===== config.mk =====
export PLATFORM = sky130hd
export DESIGN_NAME = rse_out
export DESIGN_NICKNAME = d
export VERILOG_FILES = /design/src/rtl/rse_pkg.sv /design/src/rtl/rse_out.sv
export SDC_FILE = /design/constraint.sdc
export NUM_CORES = 1
export LEC_CHECK = 0
export BUFFER_PORTS_ARGS = -buffer_cell sky130_fd_sc_hd__buf_4
export CAP_MARGIN = 25
export CORE_MARGIN = 5
export CORE_UTILIZATION = 50
export CTS_BUF_LIST = sky130_fd_sc_hd__clkbuf_4 sky130_fd_sc_hd__clkbuf_8
export DETAILED_ROUTE_END_ITERATION = 10
export GPL_TIMING_DRIVEN = 0
export PLACE_DENSITY = 0.8
export RECOVER_POWER = 25
export SYNTH_ARGS = -nofsm -noshare
export SYNTH_HDL_FRONTEND = slang
export SYNTH_SLANG_ARGS = --single-unit

===== constraint.sdc =====
create_clock -name clk_i -period 9.6 [get_ports clk_i]
set_clock_uncertainty 0.15 [all_clocks]
set_input_delay 1.44 -clock clk_i [delete_from_list [all_inputs] [get_ports clk_i]]
set_output_delay 1.44 -clock clk_i [all_outputs]
set_load 0.05 [all_outputs]

===== src/rtl/rse_pkg.sv =====
// ----------------------------------------------------------------------------
// Reed-Solomon systematic encoder package
// Shared constants, configuration register codes and small handshake types.
// ----------------------------------------------------------------------------
`default_nettype none

package rse_pkg;

  // Default field size and correction capability.
  localparam int unsigned SYMBOL_BITS_DEFAULT = 8;
  localparam int unsigned MAX_T_DEFAULT       = 16;

  // Widths fixed by the external interface.
  localparam int unsigned PORT_SYM_W   = 8;
  localparam int unsigned FIELD_POLY_W = 9;
  localparam int unsigned CORR_W       = 5;
  localparam int unsigned CFG_DATA_W   = 9;

  // Register values after reset.
  localparam logic [FIELD_POLY_W-1:0] FIELD_POLY_RESET = 9'd285;
  localparam logic [CORR_W-1:0]       CORR_RESET       = 5'd8;

  // Configuration register indices.
  typedef enum logic [0:0] {
    CFG_FIELD_POLY = 1'b0,
    CFG_CORR_SYM   = 1'b1
  } cfg_reg_e;

  // Flags that travel with an echoed symbol from the remainder stage.
  typedef struct packed {
    logic err;
    logic last;
  } res_flags_t;

  // Output sideband, first field in the highest bit.
  typedef struct packed {
    logic length_error;
    logic is_parity;
  } out_user_t;

endpackage

`default_nettype wire


===== src/rtl/rse_out.sv =====
// ----------------------------------------------------------------------------
// Output stage
// Result register towards the stream, plus the parity burst that follows
// the last symbol of a message, read from a snapshot of the remainder.
// ----------------------------------------------------------------------------
`default_nettype none

module rse_out #(
  parameter int unsigned MAX_T  = rse_pkg::MAX_T_DEFAULT,
  localparam int unsigned NREGS = 2 * MAX_T,
  localparam int unsigned NPW   = $clog2(2 * MAX_T + 1)
) (
  input  logic                                        clk_i,
  input  logic                                        rst_ni,
  input  logic                                        res_valid_i,
  output logic                                        res_ready_o,
  input  logic [rse_pkg::PORT_SYM_W-1:0]              res_sym_i,
  input  rse_pkg::res_flags_t                         res_flags_i,
  input  logic [NPW-1:0]                              res_np_i,
  input  logic [NREGS-1:0][rse_pkg::PORT_SYM_W-1:0]   res_parity_i,
  output logic                                        m_valid_o,
  input  logic                                        m_ready_i,
  output logic [rse_pkg::PORT_SYM_W-1:0]              m_data_o,
  output rse_pkg::out_user_t                          m_user_o,
  output logic                                        m_last_o
);

  import rse_pkg::*;

  localparam int unsigned IW = $clog2(NREGS);

  logic                                   ov_q;
  logic [PORT_SYM_W-1:0]                  od_q;
  out_user_t                              ou_q;
  logic                                   ol_q;
  logic                                   burst_q;
  logic [IW-1:0]                          k_q;
  logic [NREGS-1:0][PORT_SYM_W-1:0]       snap_q;
  logic                                   berr_q;
  logic                                   slot_free;
  logic                                   take;
  logic                                   emit;

  // The register frees up when empty or when its request is taken.
  assign slot_free   = ~ov_q | m_ready_i;
  assign res_ready_o = ~burst_q & slot_free;
  assign take        = res_valid_i & res_ready_o;
  assign emit        = burst_q & slot_free;

  // Output register valid.
  always_ff @(posedge clk_i or negedge rst_ni) begin
    if (!rst_ni) begin
      ov_q <= 1'b0;
    end else if (slot_free) begin
      ov_q <= take | emit;
    end
  end

  // Output payload: an echoed symbol or the next parity symbol.
  always_ff @(posedge clk_i) begin
    if (take) begin
      od_q <= res_sym_i;
      ou_q <= '{length_error: res_flags_i.err, is_parity: 1'b0};
      ol_q <= 1'b0;
    end else if (emit) begin
      od_q <= snap_q[k_q];
      ou_q <= '{length_error: berr_q, is_parity: 1'b1};
      ol_q <= (k_q == '0);
    end
  end

  // Parity burst control.
  always_ff @(posedge clk_i or negedge rst_ni) begin
    if (!rst_ni) begin
      burst_q <= 1'b0;
    end else if (take && res_flags_i.last) begin
      burst_q <= 1'b1;
    end else if (emit && k_q == '0) begin
      burst_q <= 1'b0;
    end
  end

  // Remainder snapshot, read from the highest tap down.
  always_ff @(posedge clk_i) begin
    if (take && res_flags_i.last) begin
      snap_q <= res_parity_i;
      k_q    <= IW'(res_np_i - NPW'(1));
      berr_q <= res_flags_i.err;
    end else if (emit) begin
      k_q <= k_q - IW'(1);
    end
  end

  assign m_valid_o = ov_q;
  assign m_data_o  = od_q;
  assign m_user_o  = ou_q;
  assign m_last_o  = ol_q;

  // While parity is pending the output register is never empty.
  assert property (@(posedge clk_i) disable iff (!rst_ni)
    burst_q |-> ov_q)
    else $error("gap in parity burst");

  // Only a parity symbol can close a codeword.
  assert property (@(posedge clk_i) disable iff (!rst_ni)
    ov_q && ol_q |-> ou_q.is_parity)
    else $error("codeword closed on a message symbol");

endmodule

`default_nettype wire


==> metrics.md <==
| Metric | Value |
|---|---|
| CP Launch Type | `input port` |
| Required time worst endpoint | `~8.0 ns` |
| First-pass GRT wire length | `between 40,000 and 50,000 um` |
| Synth Warn # | `0` |
| Reg2Reg Launch Point | `m_valid_o$_DFFE_PN0N_` |
| CP max stage cell | `nor2b_1` |
| Syn Area/Cell | `between 15 and 20 um^2` |
| Crit path DAT | `about 2.2 ns` |
| Leading register cell type out of synthesis | `edfxtp_1` |
| Reg2reg end | `snap_q[120]$_DFFE_PN_` |
| Placed wire-length estimate | `between 20,000 and 25,000 um` |
| Crit path max fanout | `5` |
| CP max stage delay | `~0.32 ns` |
| Initial antenna violation count | `1` |
| Global-route usage over all layers | `approximately 22%` |
| Initial Util | `51.0%` |
| Post-layout min period | `about 3.8 ns` |
| EDFF count, synth | `between 200 and 300` |
| Slew HR | `around two fifths` |
| Routed Antenna Nets | `0` |
| Ys async rst share | `less than 1%` |
| Nets | `around 1,200` |
| Fraction of the mapped netlist area in simple logic gates | `between 2 and 3%` |
| Synthesized instance count | `a little under 600` |
| Largest family of logic cells by synthesized area | `multiplexers` |
| Mux share of post-synthesis cell area | `roughly an eighth` |
| Min-Delay Startpoint | `m_user_o[0]$_SDFFE_PP0P_` |
| CTS Hold Bufs | `0` |
| #FFs+latches synth | `275` |
| Cell Area, Synth | `about 0.011 mm^2` |
| Synth Area in XOR/XNOR | `less than 1%` |
| Critical-path cell list | `buf_4 > nor2b_1 > nor2_1 > buf_4` |
| Worst setup EP type | `primary output` |
| Unrepaired setup endpoints after global routing | `false` |
| Vias | `about 6,600` |
| Final WL | `roughly 28,000 um` |
| Reg clk slew, reported paths | `~0.060 ns` |
| Die width | `~160 um` |
| Design area | `between 0.01 and 0.015 mm^2` |
| Die Area | `0.0246 mm^2` |
| Max_cap viols | `0` |
| F_max | `around 270 MHz` |
| Cell Pwr Density | `approximately 240 mW/mm^2` |
| Final Hold Viols | `0` |
| Root Buffer | `clkbuf_8` |
| Hold crit path type | `reg2reg` |
| Status | `complete, no violations` |
| TritonCTS buffer count | `45` |
| Crit path capture | `res_ready_o` |
| Vias per cell | `about 5.4` |
| Setup bufs post-CTS | `0` |
| Most frequent CP cell | `buf_4` |
| Resize count post-CTS | `0` |
| Final Cycle Share | `39.2%` |
| Drt pass-1 iters | `5` |
| Post-synthesis compound-gate area fraction | `around 5.9%` |
| Netlist cell types | `43` |
| # setup viols final | `0` |
| Placer congestion estimate | `~0.79` |
| Starting DRT DRC Count | `approximately 480` |
| Max Transition Viols Final | `0` |
| Share of layout cells above drive strength 1 | `between 40 and 50%` |
| Ports | `just under 300` |
| Largest net degree at the start of global routing | `90` |
| Maximum VDD drop | `about 0.13 mV` |
| Adder-cell area share of the yosys netlist | `0.116%` |
| Row Count | `53` |
| Die height | `approximately 160 um` |
| Cell Area, Placed | `~0.013 mm^2` |
| Reg2reg setup slack | `6.85 ns` |
| Slew @ Worst Pin | `between 0.8 and 0.9 ns` |
| Post-Syn Nets | `854` |
| Core Box Area | `~0.021 mm^2` |
| Leakage | `5.45 nW` |
| Vias in the first global route | `between 7,000 and 8,000` |
| Total gr overflow | `0` |
| Residual DRC count | `0` |
| Port Buf Inserts | `between 200 and 300` |
| Fill cells | `1,457` |
| Critical path class | `in2out` |
| Skew-Pair Late Insertion Delay | `between 0.5 and 0.6 ns` |
| Clk sinks | `~280` |
| TritonCTS clock tree | `yes` |
| Max Root-Sink Buffers | `3` |
| Hold slack | `between 0.2 and 0.3 ns` |
| H-tree depth | `2` |
| Area delta synth->final | `31.7%` |
| Seq/Total Area, Yosys | `between 70% and 80%` |
| WL/cell | `between 20 and 25 um` |
| Critical Path Source | `m_ready_i` |
| Worst-case reg-to-reg path depth | `5` |
## metal layers
metal	vias up	part of all wire [%]	routed length (um)	GRT usage, %
met1	3224	37	10500	27.0
li1	3030	-	-	-
met2	285	52	14500	38.6
met5	-	0	0	0
met3	45	8.1	2280	6.02
met4	0	2.7	763	7.93
## synthesized netlist by cell type, types with 5 or more instances
cell type	instances	area share (%)
a32oi_1	8	0.65
clkbuf_1	9	0.31
mux4_2	11	2.3
a211oi_1	8	0.56
nor2_1	15	0.52
mux4_1	5	1.2
nand3_1	8	0.37
inv_1	5	0.17
edfxtp_1	271	75
o31ai_1	8	0.56
o22ai_1	8	0.46
mux2i_1	99	9.2
nand2_1	9	0.31
buf_4	8	0.56
a22oi_1	32	2.2
o21ai_0	10	0.46
o211ai_1	8	0.56
buf_2	7	0.32
and2_1	8	0.46
## power breakdown
group | internal [mW] | total, mW | leakage (nW) | switching [mW]
registers | 1.45 | 1.49 | 2.50 | 0.0378
clock network | 0.541 | 0.981 | 0.455 | 0.440
logic | 0.397 | 1.01 | 2.50 | 0.609
## cell type report
type                            instances  area [um^2]  share of cell area [%]
Buffer                                 31          188                    1.32
Clock buffer                           63          767                    5.40
Sequential cell                       275         8230                    57.9
Inverter                                6         30.0                   0.211
Tap cell                              275          344                    2.42
Clock inverter                         17          101                   0.713
Multi-Input combinational cell        265         2350                    16.6
Timing Repair Buffer                  288         2200                    15.5
Antenna cell                            1         2.50                  0.0176
## stage by stage
step | power [mW] | util (%) | TNS [ns] | worst slack (ns) | instances
3_3_place_gp | 2.52 | 62.8 | -20.05 | -0.0868 | 1138
3_5_place_dp | 2.52 | 63.1 | 0 | 5.71 | 1140
5_1_grt | 3.63 | 67.2 | 0 | 5.86 | 1221
6_report | 3.47 | 67.2 | 0 | 5.84 | 1221
4_1_cts | 3.50 | 67.2 | 0 | 5.89 | 1220
2_1_floorplan | 2.16 | - | 0 | 1.77 | 577
## worst min-delay path by stage
| stage | to | depth (start not counted) | slack [ns] |
|---|---|---|---|
| after global placement | m_user_o[0]$_SDFFE_PP0P_ | 2 | 0.29 |
| after global routing | m_user_o[0]$_SDFFE_PP0P_ | 2 | 0.32 |
| after CTS | m_user_o[0]$_SDFFE_PP0P_ | 2 | 0.30 |
| final | m_user_o[0]$_SDFFE_PP0P_ | 2 | 0.30 |
| after floorplan | m_user_o[1]$_DFFE_PP_ | 2 | 0.38 |
| after detailed placement | m_user_o[0]$_SDFFE_PP0P_ | 2 | 0.29 |
## sequential cells by signal, summed over array words and instances, names as in the netlist
| signal | count |
|---|---|
| k_q | 5 |
| m_data_o | 8 |
| m_last_o | 1 |
| berr_q | 1 |
| m_user_o | 2 |
| snap_q | 256 |
| burst_q | 1 |
| m_valid_o | 1 |
## cells by family after synthesis
logic type	Yosys count
xor+xnor	5
simple gates	56
buf+inv	37
flops	275
fa+ha+maj	1
compound gates	88
mux	115
## cells in the final DEF, fill, tap and decap left out, types with 5 or more instances in the layout
cell	n
mux2i_1	99
a211oi_1	8
buf_2	7
mux4_1	5
o31ai_1	8
edfxtp_1	271
nand3_1	8
o22ai_1	8
o21ai_0	10
clkbuf_8	47
clkbuf_4	154
mux4_2	11
a32oi_1	8
nor2_1	15
and2_1	8
nand2_1	9
a22oi_1	32
buf_4	155
o211ai_1	8
clkbuf_1	10
clkinv_1	12
## critical path, delay by kind of cell
family / cells / cell delay (ns)
buffers and inverters: 2 / 0.32
AND/OR/NAND/NOR: 2 / 0.41
No activity file was read; power rests on OpenSTA's default activity.
