==> src/rtl/rse_pkg.sv <==
// ----------------------------------------------------------------------------
// Reed-Solomon systematic encoder package
// Shared constants, configuration register codes and small handshake types.
// ----------------------------------------------------------------------------
`default_nettype none

package rse_pkg;

  // Default field size and correction capability.
  localparam int unsigned SYMBOL_BITS_DEFAULT = 8;
  localparam int unsigned MAX_T_DEFAULT       = 16;

  // Widths fixed by the external interface.
  localparam int unsigned PORT_SYM_W   = 8;
  localparam int unsigned FIELD_POLY_W = 9;
  localparam int unsigned CORR_W       = 5;
  localparam int unsigned CFG_DATA_W   = 9;

  // Register values after reset.
  localparam logic [FIELD_POLY_W-1:0] FIELD_POLY_RESET = 9'd285;
  localparam logic [CORR_W-1:0]       CORR_RESET       = 5'd8;

  // Configuration register indices.
  typedef enum logic [0:0] {
    CFG_FIELD_POLY = 1'b0,
    CFG_CORR_SYM   = 1'b1
  } cfg_reg_e;

  // Flags that travel with an echoed symbol from the remainder stage.
  typedef struct packed {
    logic err;
    logic last;
  } res_flags_t;

  // Output sideband, first field in the highest bit.
  typedef struct packed {
    logic length_error;
    logic is_parity;
  } out_user_t;

endpackage

`default_nettype wire

==> src/rtl/rse_gf_mul.sv <==
// ----------------------------------------------------------------------------
// GF(2^m) multiplier
// Shift-and-add product of two symbols, reduced by the low bits of the field
// polynomial at every shift.
// ----------------------------------------------------------------------------
`default_nettype none

module rse_gf_mul #(
  parameter int unsigned SYMBOL_BITS = rse_pkg::SYMBOL_BITS_DEFAULT
) (
  input  logic [SYMBOL_BITS-1:0] a_i,
  input  logic [SYMBOL_BITS-1:0] b_i,
  input  logic [SYMBOL_BITS-1:0] poly_i,
  output logic [SYMBOL_BITS-1:0] p_o
);

  logic [SYMBOL_BITS-1:0] acc;
  logic [SYMBOL_BITS-1:0] sh;

  // One partial product per bit of b; a is multiplied by x after each one.
  always_comb begin
    acc = '0;
    sh  = a_i;
    for (int k = 0; k < SYMBOL_BITS; k++) begin
      if (b_i[k]) begin
        acc = acc ^ sh;
      end
      sh = {sh[SYMBOL_BITS-2:0], 1'b0} ^ (sh[SYMBOL_BITS-1] ? poly_i : '0);
    end
    p_o = acc;
  end

endmodule

`default_nettype wire

==> src/rtl/rse_lfsr.sv <==
// ----------------------------------------------------------------------------
// Parity remainder stage
// Input register and the 2t-stage division register. Each symbol updates all
// taps at once and is handed on together with a snapshot of the remainder.
// ----------------------------------------------------------------------------
`default_nettype none

module rse_lfsr #(
  parameter int unsigned SYMBOL_BITS = rse_pkg::SYMBOL_BITS_DEFAULT,
  parameter int unsigned MAX_T       = rse_pkg::MAX_T_DEFAULT,
  localparam int unsigned NREGS      = 2 * MAX_T,
  localparam int unsigned NPW        = $clog2(2 * MAX_T + 1)
) (
  input  logic                                        clk_i,
  input  logic                                        rst_ni,
  input  logic                                        s_valid_i,
  output logic                                        s_ready_o,
  input  logic [rse_pkg::PORT_SYM_W-1:0]              s_sym_i,
  input  logic                                        s_last_i,
  input  logic                                        busy_i,
  input  logic [NREGS-1:0][SYMBOL_BITS-1:0]           gen_i,
  input  logic [NPW-1:0]                              nparity_i,
  input  logic [SYMBOL_BITS-1:0]                      poly_i,
  input  logic                                        res_ready_i,
  output logic                                        res_valid_o,
  output logic [rse_pkg::PORT_SYM_W-1:0]              res_sym_o,
  output rse_pkg::res_flags_t                         res_flags_o,
  output logic [NPW-1:0]                              res_np_o,
  output logic [NREGS-1:0][rse_pkg::PORT_SYM_W-1:0]   res_parity_o
);

  import rse_pkg::*;

  localparam int unsigned IW = $clog2(NREGS);
  localparam int unsigned XW = (SYMBOL_BITS > PORT_SYM_W) ? SYMBOL_BITS : PORT_SYM_W;
  localparam int unsigned CW = ((SYMBOL_BITS > NPW) ? SYMBOL_BITS : NPW) + 1;
  localparam logic [SYMBOL_BITS-1:0] SYM_MAX = '1;

  logic                                 in_valid_q;
  logic [SYMBOL_BITS-1:0]               in_sym_q;
  logic                                 in_last_q;
  logic [XW-1:0]                        sym_wide;
  logic [SYMBOL_BITS-1:0]               cnt_q;
  logic [SYMBOL_BITS-1:0]               cnt_inc;
  logic [NREGS-1:0][SYMBOL_BITS-1:0]    par_q;
  logic [NREGS-1:0][SYMBOL_BITS-1:0]    act_gen_q;
  logic [NPW-1:0]                       act_np_q;
  logic [SYMBOL_BITS-1:0]               act_poly_q;
  logic                                 msg_start;
  logic                                 fire;
  logic [NREGS-1:0][SYMBOL_BITS-1:0]    gen_sel;
  logic [NPW-1:0]                       np_sel;
  logic [SYMBOL_BITS-1:0]               poly_sel;
  logic [NREGS-1:0][SYMBOL_BITS-1:0]    p_old;
  logic [NREGS-1:0][SYMBOL_BITS-1:0]    p_shift;
  logic [NREGS-1:0][SYMBOL_BITS-1:0]    p_new;
  logic [NREGS-1:0][SYMBOL_BITS-1:0]    prod;
  logic [IW-1:0]                        top_idx;
  logic [SYMBOL_BITS-1:0]               fb;
  logic                                 err;
  logic [XW-1:0]                        echo_wide;
  logic [NREGS-1:0][XW-1:0]             par_wide;

  // Handshake: the first symbol of a message waits for a finished generator.
  assign msg_start   = (cnt_q == '0);
  assign res_valid_o = in_valid_q & ~(msg_start & busy_i);
  assign fire        = res_valid_o & res_ready_i;
  assign s_ready_o   = ~in_valid_q | fire;
  assign sym_wide    = XW'(s_sym_i);

  // Input register.
  always_ff @(posedge clk_i or negedge rst_ni) begin
    if (!rst_ni) begin
      in_valid_q <= 1'b0;
    end else if (s_ready_o) begin
      in_valid_q <= s_valid_i;
    end
  end

  always_ff @(posedge clk_i) begin
    if (s_valid_i && s_ready_o) begin
      in_sym_q  <= sym_wide[SYMBOL_BITS-1:0];
      in_last_q <= s_last_i;
    end
  end

  // A new message takes the freshly built generator and a cleared remainder.
  assign gen_sel  = msg_start ? gen_i     : act_gen_q;
  assign np_sel   = msg_start ? nparity_i : act_np_q;
  assign poly_sel = msg_start ? poly_i    : act_poly_q;
  assign p_old    = msg_start ? '0        : par_q;

  assign top_idx = IW'(np_sel - NPW'(1));
  assign fb      = in_sym_q ^ p_old[top_idx];

  // Feedback times every generator coefficient.
  for (genvar i = 0; i < NREGS; i++) begin : g_tap_mul
    rse_gf_mul #(
      .SYMBOL_BITS (SYMBOL_BITS)
    ) u_mul (
      .a_i    (fb),
      .b_i    (gen_sel[i]),
      .poly_i (poly_sel),
      .p_o    (prod[i])
    );
  end

  // Shift by one tap and add the products; taps above 2t stay clear.
  assign p_shift = {p_old[NREGS-2:0], SYMBOL_BITS'(0)};

  always_comb begin
    for (int i = 0; i < NREGS; i++) begin
      if (NPW'(i) < np_sel) begin
        p_new[i] = p_shift[i] ^ prod[i];
      end else begin
        p_new[i] = '0;
      end
    end
  end

  // Saturating message length and the length check against 2^m - 1 - 2t.
  assign cnt_inc = (cnt_q == SYM_MAX) ? cnt_q : cnt_q + SYMBOL_BITS'(1);
  assign err     = (CW'(cnt_inc) + CW'(np_sel)) > CW'(SYM_MAX);

  // Result towards the output stage.
  assign echo_wide        = XW'(in_sym_q);
  assign res_sym_o        = echo_wide[PORT_SYM_W-1:0];
  assign res_flags_o.err  = err;
  assign res_flags_o.last = in_last_q;
  assign res_np_o         = np_sel;

  for (genvar i = 0; i < NREGS; i++) begin : g_par_out
    assign par_wide[i]     = XW'(p_new[i]);
    assign res_parity_o[i] = par_wide[i][PORT_SYM_W-1:0];
  end

  // Symbol counter; the last symbol closes the message.
  always_ff @(posedge clk_i or negedge rst_ni) begin
    if (!rst_ni) begin
      cnt_q <= '0;
    end else if (fire) begin
      cnt_q <= in_last_q ? '0 : cnt_inc;
    end
  end

  // Remainder and the settings held for the running message.
  always_ff @(posedge clk_i) begin
    if (fire) begin
      par_q <= p_new;
      if (msg_start) begin
        act_gen_q  <= gen_i;
        act_np_q   <= nparity_i;
        act_poly_q <= poly_i;
      end
    end
  end

  // After a closing symbol the next one starts a new message.
  assert property (@(posedge clk_i) disable iff (!rst_ni)
    fire && in_last_q |=> cnt_q == '0)
    else $error("message counter not cleared after last symbol");

  // Inside a message the held parity count is non-zero and even.
  assert property (@(posedge clk_i) disable iff (!rst_ni)
    cnt_q != '0 |-> act_np_q != '0 && !act_np_q[0])
    else $error("held parity count is not a valid 2t");

endmodule

`default_nettype wire

==> config.mk <==
export PLATFORM = sky130hd
export DESIGN_NAME = rse_lfsr
export DESIGN_NICKNAME = d
export VERILOG_FILES = /design/src/rtl/rse_pkg.sv /design/src/rtl/rse_gf_mul.sv /design/src/rtl/rse_lfsr.sv
export SDC_FILE = /design/constraint.sdc
export NUM_CORES = 2
export LEC_CHECK = 0
export CAP_MARGIN = 20
export CORE_MARGIN = 5
export CORE_UTILIZATION = 55
export DETAILED_ROUTE_END_ITERATION = 6
export DONT_BUFFER_PORTS = 1
export HOLD_SLACK_MARGIN = 0.08
export PLACE_DENSITY_LB_ADDON = 0.08
export SYNTH_ARGS = -nofsm -noshare
export SYNTH_HDL_FRONTEND = slang
export SYNTH_SLANG_ARGS = --single-unit
==> constraint.sdc <==
create_clock -name clk_i -period 22.1 [get_ports clk_i]
set_clock_uncertainty 0.05 [all_clocks]
set_input_delay 3.315 -clock clk_i [delete_from_list [all_inputs] [get_ports clk_i]]
set_output_delay 3.315 -clock clk_i [all_outputs]
set_load 0.02 [all_outputs]
==> summary.md <==
| Metric | Value |
|---|---|
| WP data required | between 15 and 20 ns |
| Vias in the first global route | about 50000 |
| Flops & latches, synth | 544 |
| Final Hold Viols | 0 |
| Post-synth cell types | around 100 |
| Cts hold-fix bufs | 0 |
| Synth top area cells | edfxtp_1 29%, xnor2_1 28%, nor2_1 10%, mux2i_1 5.4%, nand2_1 3.4% |
| Post-synthesis mux area share | under 10% |
| Mapped Nets | approximately 7000 |
| Worst R2R Setup Slack | between 9 and 10 ns |
| Measured slew at the worst slew-check pin | 1.24 ns |
| Register area share after synthesis | 29.1% |
| Postcts setup bufs | 0 |
| Slew Limit Fails | 0 |
| Port Buffers | 0 |
| Starting density of the core | a little under three fifths |
| Data arrival time of the worst path | 13.65 ns |
| TritonCTS buffer count | 70 |
| Crit start category | input pin |
| Reg-to-reg endpoint | par_q[9] |
| Routed len/inst | approximately 37 microns |
| Total of max-cap violations | 0 |
| Post-synth EDFFs | 535 |
| TritonRoute pass-1 iters | 7 |
| Die Area | around 110000 sq um |
| Post-synth top area share | between 20 and 30% |
| Post-Syn Area | roughly 56000 sq um |
| Reg2reg start | act_np_q[0] |
| Final TNS setup | 0 ns |
| Commonest cells post-synth | 1806 x xnor2_1, 1497 x nor2_1, 535 x edfxtp_1 |
| Via count | about 55000 |
| Clock sinks | roughly 540 |
| Compound-Gate Fraction of Synth Area | about 7.3% |
| CP Max Fanout | 37 |
| # IOs | approximately 560 |
| Final Net Count | slightly below 7000 |
| Multi-input gate area | between 30000 and 40000 sq um |
| Post-synthesis adder-cell area fraction | less than 1% |
| Clk_lat worst skew | about 0.7 ns |
| Fill cells | around 9100 |
| Synth area leader | edfxtp_1 |
| Yosys warnings | 0 |
| Status | finished clean |
| Die Y | 329 microns |
| CP Class | input pin to primary output |
| Congestion Overflow GR | 0 |
| Final min period | 17.02 ns |
| Post-Synthesis Cells | 6744 |
| Layout cells sized above 1 | under 10% |
| Final period utilization | about 77% |
| Count leader, synth | xnor2_1 |
| H-tree Lvls | 3 |
| Setup crit end kind | primary output |
| CTS resizes | 0 |
| Initial antenna violation count | 30 |
| RSZ-0062 raised after global routing | no |
| Routability cong. | roughly 1.0 |
| Core area | approximately 100000 sq um |
| Worst-case reg-to-reg path depth | 22 |
| DIE WIDTH | around 330 microns |
| Critical Path Source | nparity_i[0] |
| Sequential standard cell area | ~16000 sq um |
| XOR/XNOR Fraction of Synth Area | between 30 and 40% |
| Root Buffer Master | clkbuf_16 |
| Detailed Route WL | approximately 300 mm |
| Total track usage | a little over half |
| Synth Area in Simple Gates | between 10% and 20% |
| Vias per cell | slightly below 7 |
| End of the critical path | res_parity_o[19] |
| Hpwl dp | 195 mm |
| Reg clk slew, reported paths | approximately 0.050 ns |
| Syn_area_per_cell | between 8 and 9 sq um |
| Largest family of logic cells by synthesized area | XOR/XNOR gates |
| DRT iter0 DRCs | ~10000 |
| Rel. slew slack | about 15% |
| FMAX | between 50 and 60 MHz |
| Setup-violating endpoint count in the final report | 0 |
| Synth Flop Type | edfxtp_1 |
| DR DRC count | 0 |
| Post-synthesis async set-or-reset flop share | under 10% |
| P&R area growth vs syn | 8.09% |
| Hold Startpoint | act_gen_q[21] |
| CTS tree | yes |
| Largest net degree at the start of global routing | 94 |
| Post-route ant nets | 0 |
| Rows | about 120 |
| Worst Hold Class | register to register |
| Max Buffers Root-to-Sink | 3 |
| First-pass GRT wire length | 402 mm |
-- layout by cell type, fill, tap and decap left out, types with 22 or more instances in the layout --
cell       Yosys  routed
o21ai_1       40      40
nor3_2        20      22
edfxtp_1     535     535
o22ai_1       28      28
o21ai_0      103     103
buf_4         10     192
nand2_1      507     501
nand3_1       60      59
mux4_2        24      24
a21oi_2       32      32
mux2i_1      302     297
a21oi_1      220     217
nor3_1       367     364
xnor2_1     1806    1792
nor2_1      1497    1492
xnor3_1       66      65
clkbuf_16      0      73
xor2_1       135     131
inv_1        278     278
diode_2        0      26
-- state kept, by name, summed over array words and instances, names as in the netlist --
register	cells
act_gen_q	256
act_np_q	6
act_poly_q	8
cnt_q	8
in_last_q	1
in_valid_q	1
par_q	256
res_sym_o	8
-- cells by family (layout without fill, tap and decap cells) --
logic type,Yosys count,after routing
compound gates,629,629
buf+inv,680,601
simple gates,2530,2530
flops,544,544
mux,339,339
other cells,0,26
fa+ha+maj,8,8
xor+xnor,2014,2014
-- critical path, cell delays in order --
cell	delay [ns]
nor3_1	0.65
or4_4	0.32
and2_1	0.69
mux4_2	0.51
a211oi_2	0.30
nor4b_1	0.14
nor3_4	0.24
buf_4	0.85
nand3_2	0.28
nand2_2	0.53
buf_4	0.55
a32o_1	0.30
o21a_4	0.41
buf_4	0.57
or3_2	0.68
buf_4	0.61
o211a_4	0.26
buf_4	0.67
o211ai_4	0.44
buf_4	0.39
a21oi_2	0.26
xnor2_1	0.10
nor2_1	0.37
-- metrics by stage --
step                      cells  setup WS (ns)  hold WS, ns  util (%)  area, sq um
after floorplan            6744           3.45        0.507         -        56000
after global placement     7895           5.91        0.487      57.2        58000
after detailed placement   7904           5.87        0.489      57.3        58100
after CTS                  8027           5.84        0.509      59.6        60400
after global routing       8040           5.45        0.521      59.6        60500
final                      8059           5.08        0.504      59.7        60500
-- worst min path at each step --
stage / depth (start not counted) / slack [ns] / to
6_report: 2 / 0.50 / act_gen_q[21]
5_1_grt: 2 / 0.52 / act_gen_q[253]
4_1_cts: 2 / 0.51 / act_gen_q[21]
3_5_place_dp: 2 / 0.49 / act_gen_q[53]
3_3_place_gp: 2 / 0.49 / act_gen_q[253]
2_1_floorplan: 1 / 0.51 / cnt_q[1]
-- metal layers --
layer  vias up  routed length (microns)  track usage (%)
met1     26000                   100000             64.6
met4        18                    31200             41.4
met5         -                      142                0
met2      5716                   117000             72.9
li1      21900                        -                -
met3      1699                    51000             22.5
-- layout make-up --
class                      instances  share of cell area (%)
timing repair buffer             196                    2.47
tap                             1368                    2.83
antenna                           26                   0.108
clock inverter                    37                   0.668
sequential                       544                    26.9
inverter                         282                    1.76
multi-input combinational       5520                    62.1
clock buffer                      86                    3.13
Power is left out: the tool's default activity adds up to more than one toggle a clock period on the data nets, which glitch-free logic cannot reach.
